$ cat src/hdl/dsdn_pkg.sv
// ----------------------------------------------------------------------------
// dsdn_pkg
// Types, widths and the month offset table shared by the date-to-day-count
// core and its stages.
// ----------------------------------------------------------------------------
package dsdn_pkg;

	localparam int unsigned CharW   = 8;
	localparam int unsigned DigitW  = 9;   // signed byte - 48
	localparam int unsigned YearW   = 20;  // signed weighted year sum
	localparam int unsigned FieldW  = 14;  // signed weighted month/day sum
	localparam int unsigned PrevW   = 14;  // year - 1, 1899..9998
	localparam int unsigned MonthW  = 4;
	localparam int unsigned DayW    = 5;
	localparam int unsigned CentW   = 7;   // (year - 1) / 100, 18..99
	localparam int unsigned RecipW  = 13;
	localparam int unsigned RecipSh = 19;
	localparam int unsigned ProdW   = PrevW + RecipW;
	localparam int unsigned CountW  = 22;
	localparam int unsigned OffsW   = 9;

	// 2^19 / 100 rounded up; exact floor for every value below 10000
	localparam logic [RecipW-1:0] Recip100 = 13'd5243;

	localparam logic [CentW-1:0]  CentLast = 7'd99;
	localparam logic [MonthW-1:0] MonthFeb = 4'd2;

	typedef struct packed {
		logic [CharW-1:0] year_char_thousands;
		logic [CharW-1:0] year_char_hundreds;
		logic [CharW-1:0] year_char_tens;
		logic [CharW-1:0] year_char_units;
		logic [CharW-1:0] month_char_tens;
		logic [CharW-1:0] month_char_units;
		logic [CharW-1:0] day_char_tens;
		logic [CharW-1:0] day_char_units;
	} request_t;

	typedef struct packed {
		logic [CountW-1:0] day_number;
		logic              date_valid;
	} result_t;

	// range-checked date handed from the parse stage to the count stages
	typedef struct packed {
		logic              ok;
		logic [PrevW-1:0]  prev;
		logic [MonthW-1:0] month;
		logic [DayW-1:0]   day;
	} date_t;

	// days before the month; index is month - 1
	function automatic logic [OffsW-1:0] days_before(input logic [MonthW-1:0] idx);
		logic [OffsW-1:0] r;
		case (idx)
			4'd0:    r = 9'd0;
			4'd1:    r = 9'd31;
			4'd2:    r = 9'd59;
			4'd3:    r = 9'd90;
			4'd4:    r = 9'd120;
			4'd5:    r = 9'd151;
			4'd6:    r = 9'd181;
			4'd7:    r = 9'd212;
			4'd8:    r = 9'd243;
			4'd9:    r = 9'd273;
			4'd10:   r = 9'd304;
			4'd11:   r = 9'd334;
			default: r = 9'd0;
		endcase
		return r;
	endfunction

endpackage

$ cat src/hdl/dsdn_parse.sv
// ----------------------------------------------------------------------------
// dsdn_parse
// Turns the eight registered bytes into year, month and day, checks their
// ranges and registers the result.
// ----------------------------------------------------------------------------
module dsdn_parse (
	input  logic                clk,
	input  logic                arst_n,
	input  logic                vld_s1,
	input  dsdn_pkg::request_t  req_s1,
	output logic                vld_s2,
	output dsdn_pkg::date_t     date_s2
);

	logic signed [dsdn_pkg::DigitW-1:0] dg [8];
	logic signed [dsdn_pkg::YearW-1:0]  year;
	logic signed [dsdn_pkg::FieldW-1:0] month;
	logic signed [dsdn_pkg::FieldW-1:0] day;
	logic                               ok;
	logic [dsdn_pkg::YearW-1:0]         prev_full;
	dsdn_pkg::date_t                    date_d;

	function automatic logic signed [dsdn_pkg::DigitW-1:0] digit(
		input logic [dsdn_pkg::CharW-1:0] b);
		return $signed({1'b0, b}) - 9'sd48;
	endfunction

	function automatic logic signed [dsdn_pkg::YearW-1:0] wy(
		input logic signed [dsdn_pkg::DigitW-1:0] d);
		return {{(dsdn_pkg::YearW-dsdn_pkg::DigitW){d[dsdn_pkg::DigitW-1]}}, d};
	endfunction

	function automatic logic signed [dsdn_pkg::FieldW-1:0] wf(
		input logic signed [dsdn_pkg::DigitW-1:0] d);
		return {{(dsdn_pkg::FieldW-dsdn_pkg::DigitW){d[dsdn_pkg::DigitW-1]}}, d};
	endfunction

	always_comb begin
		dg[0] = digit(req_s1.year_char_thousands);
		dg[1] = digit(req_s1.year_char_hundreds);
		dg[2] = digit(req_s1.year_char_tens);
		dg[3] = digit(req_s1.year_char_units);
		dg[4] = digit(req_s1.month_char_tens);
		dg[5] = digit(req_s1.month_char_units);
		dg[6] = digit(req_s1.day_char_tens);
		dg[7] = digit(req_s1.day_char_units);

		year  = wy(dg[0]) * 20'sd1000 + wy(dg[1]) * 20'sd100
		      + wy(dg[2]) * 20'sd10 + wy(dg[3]);
		month = wf(dg[4]) * 14'sd10 + wf(dg[5]);
		day   = wf(dg[6]) * 14'sd10 + wf(dg[7]);

		ok = (day >= 14'sd1) && (day <= 14'sd31) &&
		     (month >= 14'sd1) && (month <= 14'sd12) &&
		     (year >= 20'sd1900) && (year <= 20'sd9999);

		prev_full    = $unsigned(year - 20'sd1);
		date_d.ok    = ok;
		date_d.prev  = prev_full[dsdn_pkg::PrevW-1:0];
		date_d.month = month[dsdn_pkg::MonthW-1:0];
		date_d.day   = day[dsdn_pkg::DayW-1:0];
	end

	always_ff @(posedge clk or negedge arst_n) begin
		if (!arst_n) begin
			vld_s2 <= 1'b0;
		end else begin
			vld_s2 <= vld_s1;
		end
	end

	always_ff @(posedge clk) begin
		date_s2 <= date_d;
	end

endmodule

$ cat src/hdl/dsdn_count.sv
// ----------------------------------------------------------------------------
// dsdn_count
// Forms the day count from a checked date: century by reciprocal multiply
// in one stage, then leap test and the final sum into the result register.
// ----------------------------------------------------------------------------
module dsdn_count (
	input  logic               clk,
	input  logic               arst_n,
	input  logic               vld_s2,
	input  dsdn_pkg::date_t    date_s2,
	output logic               done,
	output dsdn_pkg::result_t  result
);

	logic [dsdn_pkg::ProdW-1:0]  prod;
	logic                        vld_s3;
	dsdn_pkg::date_t             date_s3;
	logic [dsdn_pkg::CentW-1:0]  cent_s3;
	logic [dsdn_pkg::PrevW-1:0]  rem_full;
	logic [dsdn_pkg::CentW-1:0]  rem;
	logic                        leap;
	logic [dsdn_pkg::CountW-1:0] count;
	logic [dsdn_pkg::MonthW-1:0] midx;
	logic                        done_q;
	dsdn_pkg::result_t           result_q;
	dsdn_pkg::result_t           result_d;

	assign prod = dsdn_pkg::ProdW'(date_s2.prev) * dsdn_pkg::ProdW'(dsdn_pkg::Recip100);

	always_ff @(posedge clk or negedge arst_n) begin
		if (!arst_n) begin
			vld_s3 <= 1'b0;
		end else begin
			vld_s3 <= vld_s2;
		end
	end

	always_ff @(posedge clk) begin
		date_s3 <= date_s2;
		cent_s3 <= prod[dsdn_pkg::RecipSh +: dsdn_pkg::CentW];
	end

	always_comb begin
		rem_full = date_s3.prev - dsdn_pkg::PrevW'(cent_s3) * 14'd100;
		rem      = rem_full[dsdn_pkg::CentW-1:0];
		// year is prev + 1: leap adds a day after February when prev is 3 mod 4,
		// except at a century year that is not a multiple of 400
		leap = (date_s3.month > dsdn_pkg::MonthFeb) && (date_s3.prev[1:0] == 2'b11) &&
		       ((rem != dsdn_pkg::CentLast) || (cent_s3[1:0] == 2'b11));
		midx = date_s3.month - 4'd1;

		count = dsdn_pkg::CountW'(date_s3.prev) * 22'd365
		      + dsdn_pkg::CountW'(date_s3.prev[dsdn_pkg::PrevW-1:2])
		      - dsdn_pkg::CountW'(cent_s3)
		      + dsdn_pkg::CountW'(cent_s3[dsdn_pkg::CentW-1:2])
		      + dsdn_pkg::CountW'(dsdn_pkg::days_before(midx))
		      + dsdn_pkg::CountW'(date_s3.day)
		      + dsdn_pkg::CountW'(leap);

		result_d.date_valid = date_s3.ok;
		result_d.day_number = date_s3.ok ? count : '0;
	end

	always_ff @(posedge clk or negedge arst_n) begin
		if (!arst_n) begin
			done_q <= 1'b0;
		end else begin
			done_q <= vld_s3;
		end
	end

	always_ff @(posedge clk) begin
		result_q <= result_d;
	end

	assign done   = done_q;
	assign result = result_q;

endmodule

$ cat src/hdl/date_string_to_day_number_core.sv
// ----------------------------------------------------------------------------
// date_string_to_day_number_core
// Throughput: one request per cycle; busy stays low, four-stage pipeline.
// Results are strobed on done for one cycle; the receiver cannot stall.
// Reset clears the stage valid bits only; no results follow reset.
// ----------------------------------------------------------------------------
module date_string_to_day_number_core (
	input  logic               clk,
	input  logic               arst_n,
	input  logic               start,
	output logic               busy,
	input  dsdn_pkg::request_t request,
	output logic               done,
	output dsdn_pkg::result_t  result
);

	logic               vld_s1;
	dsdn_pkg::request_t req_s1;
	logic               vld_s2;
	dsdn_pkg::date_t    date_s2;

	assign busy = 1'b0;

	always_ff @(posedge clk or negedge arst_n) begin
		if (!arst_n) begin
			vld_s1 <= 1'b0;
		end else begin
			vld_s1 <= start && !busy;
		end
	end

	always_ff @(posedge clk) begin
		req_s1 <= request;
	end

	dsdn_parse u_parse (
		.clk     (clk),
		.arst_n  (arst_n),
		.vld_s1  (vld_s1),
		.req_s1  (req_s1),
		.vld_s2  (vld_s2),
		.date_s2 (date_s2)
	);

	dsdn_count u_count (
		.clk     (clk),
		.arst_n  (arst_n),
		.vld_s2  (vld_s2),
		.date_s2 (date_s2),
		.done    (done),
		.result  (result)
	);

endmodule
$ cat config.mk
export PLATFORM = sky130hd
export DESIGN_NAME = date_string_to_day_number_core
export DESIGN_NICKNAME = d
export VERILOG_FILES = /design/src/hdl/dsdn_pkg.sv /design/src/hdl/dsdn_parse.sv /design/src/hdl/dsdn_count.sv /design/src/hdl/date_string_to_day_number_core.sv
export SDC_FILE = /design/constraint.sdc
export NUM_CORES = 1
export LEC_CHECK = 0
export ABC_CLOCK_PERIOD_IN_PS = 9700
export BUFFER_PORTS_ARGS = -buffer_cell sky130_fd_sc_hd__buf_2
export CAP_MARGIN = 20
export CORE_UTILIZATION = 59
export DETAILED_ROUTE_END_ITERATION = 10
export PLACE_DENSITY = 0.82
export SYNTH_ARGS = -nofsm -noshare
export SYNTH_HDL_FRONTEND = slang
export SYNTH_SLANG_ARGS = --single-unit
$ cat constraint.sdc
create_clock -name clk -period 9.7 [get_ports clk]
set_input_delay 0.97 -clock clk [delete_from_list [all_inputs] [get_ports clk]]
set_output_delay 0.97 -clock clk [all_outputs]
set_load 0.1 [all_outputs]
== Yosys cells after proc, flatten, opt, wreduce, memory -nomap -nowiden ==
Memories as Yosys holds them, arrays and structs flattened.
Index checks and enable logic that the tools add are counted.

* Register bits after elaboration: 146
* ROM bits: 144
* Input bits: 67
* Output and inout port bits: 25
* Word-level logic and storage cells: 72
* Memories: 1

* $add $sub $neg: 22
* $mul: 8
* Magnitude comparators: 7
* Eq/ne operators: 3
* Reduce and logical (&&, ||, !) cells: 8

{| class="wikitable"
|+ Memories
! name !! words !! bits a word !! rd ports !! clocked after memory_dff !! write ports !! line !! source
|-
| (no name shown) || 16 || 9 || 1 || 0 || 0 || dsdn_pkg.sv:55 || <nowiki>case (idx)</nowiki>
|}

{| class="wikitable"
|+ Operator list
! operator !! number
|-
| 8-bit by 6-bit subtractor with 9-bit output, second input constant || 8
|-
| 22-bit by 5-bit adder with 22-bit output || 2
|-
| 20-bit adder || 2
|-
| 9-bit by 4-bit multiplier with 13-bit output, second input constant || 3
|-
| 14-bit by 9-bit adder with 14-bit output || 2
|-
| 14-bit by 2-bit greater-or-equal comparator with 1-bit output, second input constant || 2
|-
| 14-bit by 13-bit multiplier with 26-bit output, second input constant || 1
|-
| 22-bit by 1-bit adder with 22-bit output || 1
|-
| 22-bit by 12-bit adder with 22-bit output || 1
|-
| 22-bit by 9-bit adder with 22-bit output || 1
|-
| 14-bit by 9-bit multiplier with 22-bit output, second input constant || 1
|-
| 22-bit by 7-bit subtractor with 22-bit output || 1
|-
| 20-bit by 9-bit adder with 20-bit output || 1
|-
| 20-bit by 12-bit greater-or-equal comparator with 1-bit output, second input constant || 1
|-
| 20-bit by 15-bit less-or-equal comparator with 1-bit output, second input constant || 1
|-
| 9-bit by 8-bit multiplier with 17-bit output, second input constant || 1
|-
| 9-bit by 6-bit multiplier with 15-bit output, second input constant || 1
|-
| 14-bit by 5-bit less-or-equal comparator with 1-bit output, second input constant || 1
|-
| 14-bit by 6-bit less-or-equal comparator with 1-bit output, second input constant || 1
|-
| 14-bit by 2-bit subtractor with 14-bit output, second input constant || 1
|-
| 1-bit logical AND || 7
|-
| 7-bit by 5-bit multiplier with 5-bit output, second input constant || 1
|-
| 7-bit inequality test, second input constant || 1
|-
| 7-bit subtractor || 1
|-
| 4 further kinds || 5
|}

== Logic depth before layout (Yosys ltp) ==
* Word-level depth: 9
* Mapped depth: 33
* Mapped depth without buffers: 33

== By module ==
A second synthesis with hierarchy kept.

* Cells, all modules: 1894
* Area, all modules: 18536.5 um^2

{| class="wikitable"
|+ By module, submodules not included
! module !! times used !! cells each !! area each (um^2) !! seq. area each (um^2)
|-
| dsdn_count || 1 || 927 || 9387.8 || 1131.1
|-
| dsdn_parse || 1 || 900 || 7831.3 || 505.5
|-
| date_string_to_day_number_core || 1 || 67 || 1317.5 || 1306.3
|}

== Worst setup path before layout ==
Ideal clock, no wire load.

* Kind: register -> register
* From: register, netlist name req_s1[60]
* To: register, netlist name u_parse.date_s2[23]
* Setup time: 0.103 ns
* Data arrival time: 7.887 ns
* Data required time: 9.597 ns
* Slack: 1.709 ns
* Stages on the path, launching flop included: 29
* Path buffers: 0
* Cells stage by stage: dfxtp_1 > ha_1 > nor3_1 > fa_1 > fa_1 > inv_1 > fa_1 > inv_1 > fa_1 > ha_1 > o311a_1 > o21a_1 > o21a_1 > o41a_1 > xor2_1 > fa_1 > inv_1 > fa_1 > inv_1 > ha_1 > nor2b_1 > o21ai_0 > nand4_1 > nor4_1 > o2111ai_1 > nor3_1 > nand4_1 > or4b_1 > a2111oi_2

* Cells in the longest elaborated chain, start to end: 8
* Elaborated cells on any way between the ends: 9
* Classes of those cells: add/sub (4); mul (1); order compare (2); reduce/logical (2)

{| class="wikitable"
|+ Ends and longest elaborated chain
! item !! line !! source
|-
| 8-bit by 6-bit subtractor with 9-bit output (*) || dsdn_parse.sv:25 || <nowiki>return $signed({1'b0, b}) - 9'sd48;</nowiki>
|-
| 9-bit by 8-bit multiplier with 17-bit output (*) || dsdn_parse.sv:48 || <nowiki>year = wy(dg[0]) * 20'sd1000 + wy(dg[1]) * 20'sd100</nowiki>
|-
| 20-bit adder (*) || dsdn_parse.sv:48 ||
|-
| 20-bit adder (*) || dsdn_parse.sv:49 || <nowiki>+ wy(dg[2]) * 20'sd10 + wy(dg[3]);</nowiki>
|-
| 20-bit by 9-bit adder with 20-bit output (*) || dsdn_parse.sv:49 ||
|-
| 20-bit by 12-bit greater-or-equal comparator with 1-bit output || dsdn_parse.sv:55 || <nowiki>(year >= 20'sd1900) && (year <= 20'sd9999);</nowiki>
|-
| 1-bit logical AND || dsdn_parse.sv:54 || <nowiki>(month >= 14'sd1) && (month <= 14'sd12) &&</nowiki>
|-
| 1-bit logical AND (*) || dsdn_parse.sv:55 ||
|-
| named net u_parse.ok || dsdn_parse.sv:19 || <nowiki>logic ok;</nowiki>
|}

The timed path passes the listed nets; every way through them passes the cells marked *.
A chain may end at the register's enable or synchronous reset.

== Worst setup path after layout ==
* From: register, netlist name req_s1[61]
* To: register, netlist name u_parse.date_s2[23]

* Cells in the longest elaborated chain, start to end: 8
* Elaborated cells on any way between the ends: 9
* Classes of those cells: add/sub (4); mul (1); order compare (2); reduce/logical (2)

{| class="wikitable"
|+ Ends and longest elaborated chain
! item !! line
|-
| 8-bit by 6-bit subtractor with 9-bit output (*) || dsdn_parse.sv:25
|-
| 9-bit by 8-bit multiplier with 17-bit output (*) || dsdn_parse.sv:48
|-
| 20-bit adder (*) || dsdn_parse.sv:48
|-
| 20-bit adder (*) || dsdn_parse.sv:49
|-
| 20-bit by 9-bit adder with 20-bit output (*) || dsdn_parse.sv:49
|-
| 20-bit by 12-bit greater-or-equal comparator with 1-bit output || dsdn_parse.sv:55
|-
| 1-bit logical AND || dsdn_parse.sv:54
|-
| 1-bit logical AND (*) || dsdn_parse.sv:55
|-
| named net u_parse.ok || dsdn_parse.sv:19
|}

Marks and branches as above.

==> flow_metrics.env <==
export IMPL_cts_tree="built"
export IMPL_die_height_um=177.4
export IMPL_max_freq_mhz=116.7
export IMPL_numCtsBuffers=17
export IMPL_clk_latency_ns=0.46
export IMPL_nets=2627
export IMPL_cp_max_fo=8
export IMPL_grt_overflow_total=0
export IMPL_firstDrtPassIters=5
export IMPL_syn_num_nets=2526
export IMPL_post_cts_buffers=0
export IMPL_cts_sinks=146
export IMPL_drt_iter0_drc=542
export IMPL_multi_input_area_um2=13560
export IMPL_finalMaxSlewViolations=0
export IMPL_synth_seq_cells=146
export IMPL_io_buffers=90
export IMPL_cap_violations=0
export IMPL_initial_utilization=0.6057
export IMPL_yosysSeqAreaShare=0.1622
export IMPL_startpoint_type="flop"
export IMPL_hold_buffers=0
export IMPL_synthCells=1855
export IMPL_hp_class="primary input to async pin"
export IMPL_cp_end_kind="flop"
export IMPL_grt_usage=0.2538
export IMPL_syn_to_final_growth_pct=8.628
export IMPL_arrival_ns=8.92
export IMPL_fp_dieArea_um2=31450
export IMPL_wl_um=37040
export IMPL_required_ns=10.05
export IMPL_placementRows=63
export IMPL_syn_avg_cell_area_um2=9.780
export IMPL_synth_area_um2=18140
export IMPL_path_clk_slew_ns=0.07
export IMPL_slowest_delay_ns=0.58
export IMPL_post_drt_via_cell_ratio=5.451
export IMPL_tns_ns=0
export IMPL_yosysWarnings=0
export IMPL_hpwl_um=30480
export IMPL_synthArstFlopShare=0.02740
export IMPL_regArea_um2=2943
export IMPL_rsz0062_at_grt="false"
export IMPL_antenna_cells=0
export IMPL_min_period_over_period=0.8834
export IMPL_post_cts_resized=0
export IMPL_hold_viol=0
export IMPL_skew_ns=0.009162
export IMPL_drt_wirelength_per_cell_um=15.70
export IMPL_vias=12860
export IMPL_grt_max_degree=17
export IMPL_grt_pass1_vias=14030
export IMPL_synth_cell_types=66
export IMPL_status="finished, final reports clean"
export IMPL_gp_congestion=0.9225
export IMPL_cpMaxStageDelayCell="fa_1"
export IMPL_final_util=0.6579
export IMPL_nFillCells=2268
export IMPL_drive_above_1_share=0.06704
export IMPL_setup_viol=0
export IMPL_layout_common_cells="inv_1, ha_1, fa_1"
export IMPL_synth_edff_count=0
export IMPL_worstSetupPathType="flop to flop"
export IMPL_htree_num_levels=4
export IMPL_cts_root_buf="clkbuf_16"
export IMPL_synth_main_ff_cell="dfxtp_1"
export IMPL_final_common_cell="inv_1"
export IMPL_fin_crit_ns=8.569
export IMPL_slew_headroom=0.3645
export IMPL_drc=0
export IMPL_fp_dieW_um=177.4
export IMPL_worst_pin_slew_ns=0.9432
export IMPL_coreArea_um2=29950
export IMPL_grt_pass1_wl_um=63200
export IMPL_antenna_found_initial=0
export IMPL_pin_count=92
export IMPL_cts_buffer_depth=2
export IMPL_detail_route_antenna_nets=0
-- worst paths after layout --
check                                            from                     endpoint  slack [ns]  cells past startpoint
setup / recovery                   req_s1[61]$_DFF_P_  u_parse.date_s2[23]$_DFF_P_        1.13                     31
hold / removal                                 arst_n       u_count.done$_DFF_PN0_        0.30                      1
setup reg to reg                   req_s1[61]$_DFF_P_  u_parse.date_s2[23]$_DFF_P_        1.13                     31
hold reg to reg            u_parse.date_s2[1]$_DFF_P_   u_count.date_s3[1]$_DFF_P_        0.32                      0
max in group asynchronous                      arst_n             vld_s1$_DFF_PN0_        9.28                      1
min in group clk           u_parse.date_s2[1]$_DFF_P_   u_count.date_s3[1]$_DFF_P_        0.32                      0
-- state kept, by name, summed over array words and instances (netlist names) --
register         count
req_s1              64
u_count.cent_s3      7
u_count.date_s3     24
u_count.done         1
u_count.result      23
u_count.vld_s3       1
u_parse.date_s2     24
u_parse.vld_s2       1
vld_s1               1
-- cells by family (layout without fill, tap and decap cells) --
logic type      after synthesis  in the layout  share of synthesized area
mux                           8              8                   0.004621
simple gates                253            253                    0.06869
flops                       146            146                     0.1622
compound gates              269            269                    0.09662
fa+ha+maj                   604            604                     0.5109
other cells                   1              1                  0.0002067
buf+inv                     437            551                    0.09062
xor+xnor                    137            137                    0.06614
-- worst max-delay path: cells and delay by family, from the launching register on --
kind                     cells  cell delay, ns
AO/OA/AOI/OAI                7            1.36
XOR/XNOR                     2            0.43
adder cells (fa/ha/maj)      9            4.06
buffers and inverters        6            0.31
flip-flops                   1            0.50
AND/OR/NAND/NOR              7            1.78
-- stage by stage --
step	instances	setup WS [ns]	area (um2)	hold slack, ns
6_report	2359	1.131	19710	0.3000
4_1_cts	2359	1.160	19710	0.2864
3_3_place_gp	2327	1.441	19050	0.3103
5_1_grt	2359	0.6122	19710	0.2916
2_1_floorplan	1855	1.709	18140	0.3096
3_5_place_dp	2327	1.160	19050	0.3121
-- layer usage --
metal  vias to the layer above  global-route usage  routed length [um]
li1                       6233                   -                   -
met1                      6260              0.2777               14880
met3                        94             0.03963                1135
met4                         0              0.1015                1188
met5                         -                   0                   0
met2                       271              0.4839               19830
-- layout make-up --
cell class,instances,share of cell area
clock buffers,17,0.02159
clock inverters,15,0.01175
inverters,428,0.08152
multi-input cells,1272,0.6878
flip-flops and latches,146,0.1493
well taps,390,0.02476
repair buffers,91,0.02324
-- synth_stat cells (6+ instances only) --
library cell	number	share of area
inv_1	428	0.089
ha_1	376	0.26
fa_1	228	0.25
dfxtp_1	142	0.16
xnor2_1	90	0.043
nor2_1	81	0.017
a21oi_1	70	0.019
o21ai_0	61	0.017
xor2_1	47	0.023
nand2_1	44	0.0091
a21o_1	34	0.014
nor3_1	29	0.0080
nand2b_1	19	0.0066
a211oi_1	14	0.0058
nand3_1	14	0.0039
nor2b_1	13	0.0045
o21a_1	12	0.0050
nand4_1	9	0.0031
and2_1	8	0.0028
clkbuf_1	8	0.0017
o21bai_1	8	0.0033
a21boi_0	7	0.0029
nor3b_1	7	0.0029
a31oi_1	6	0.0021
o211ai_1	6	0.0025
Power is left out: the tool's default activity adds up to more than one toggle a clock period on the data nets, which glitch-free logic cannot reach.
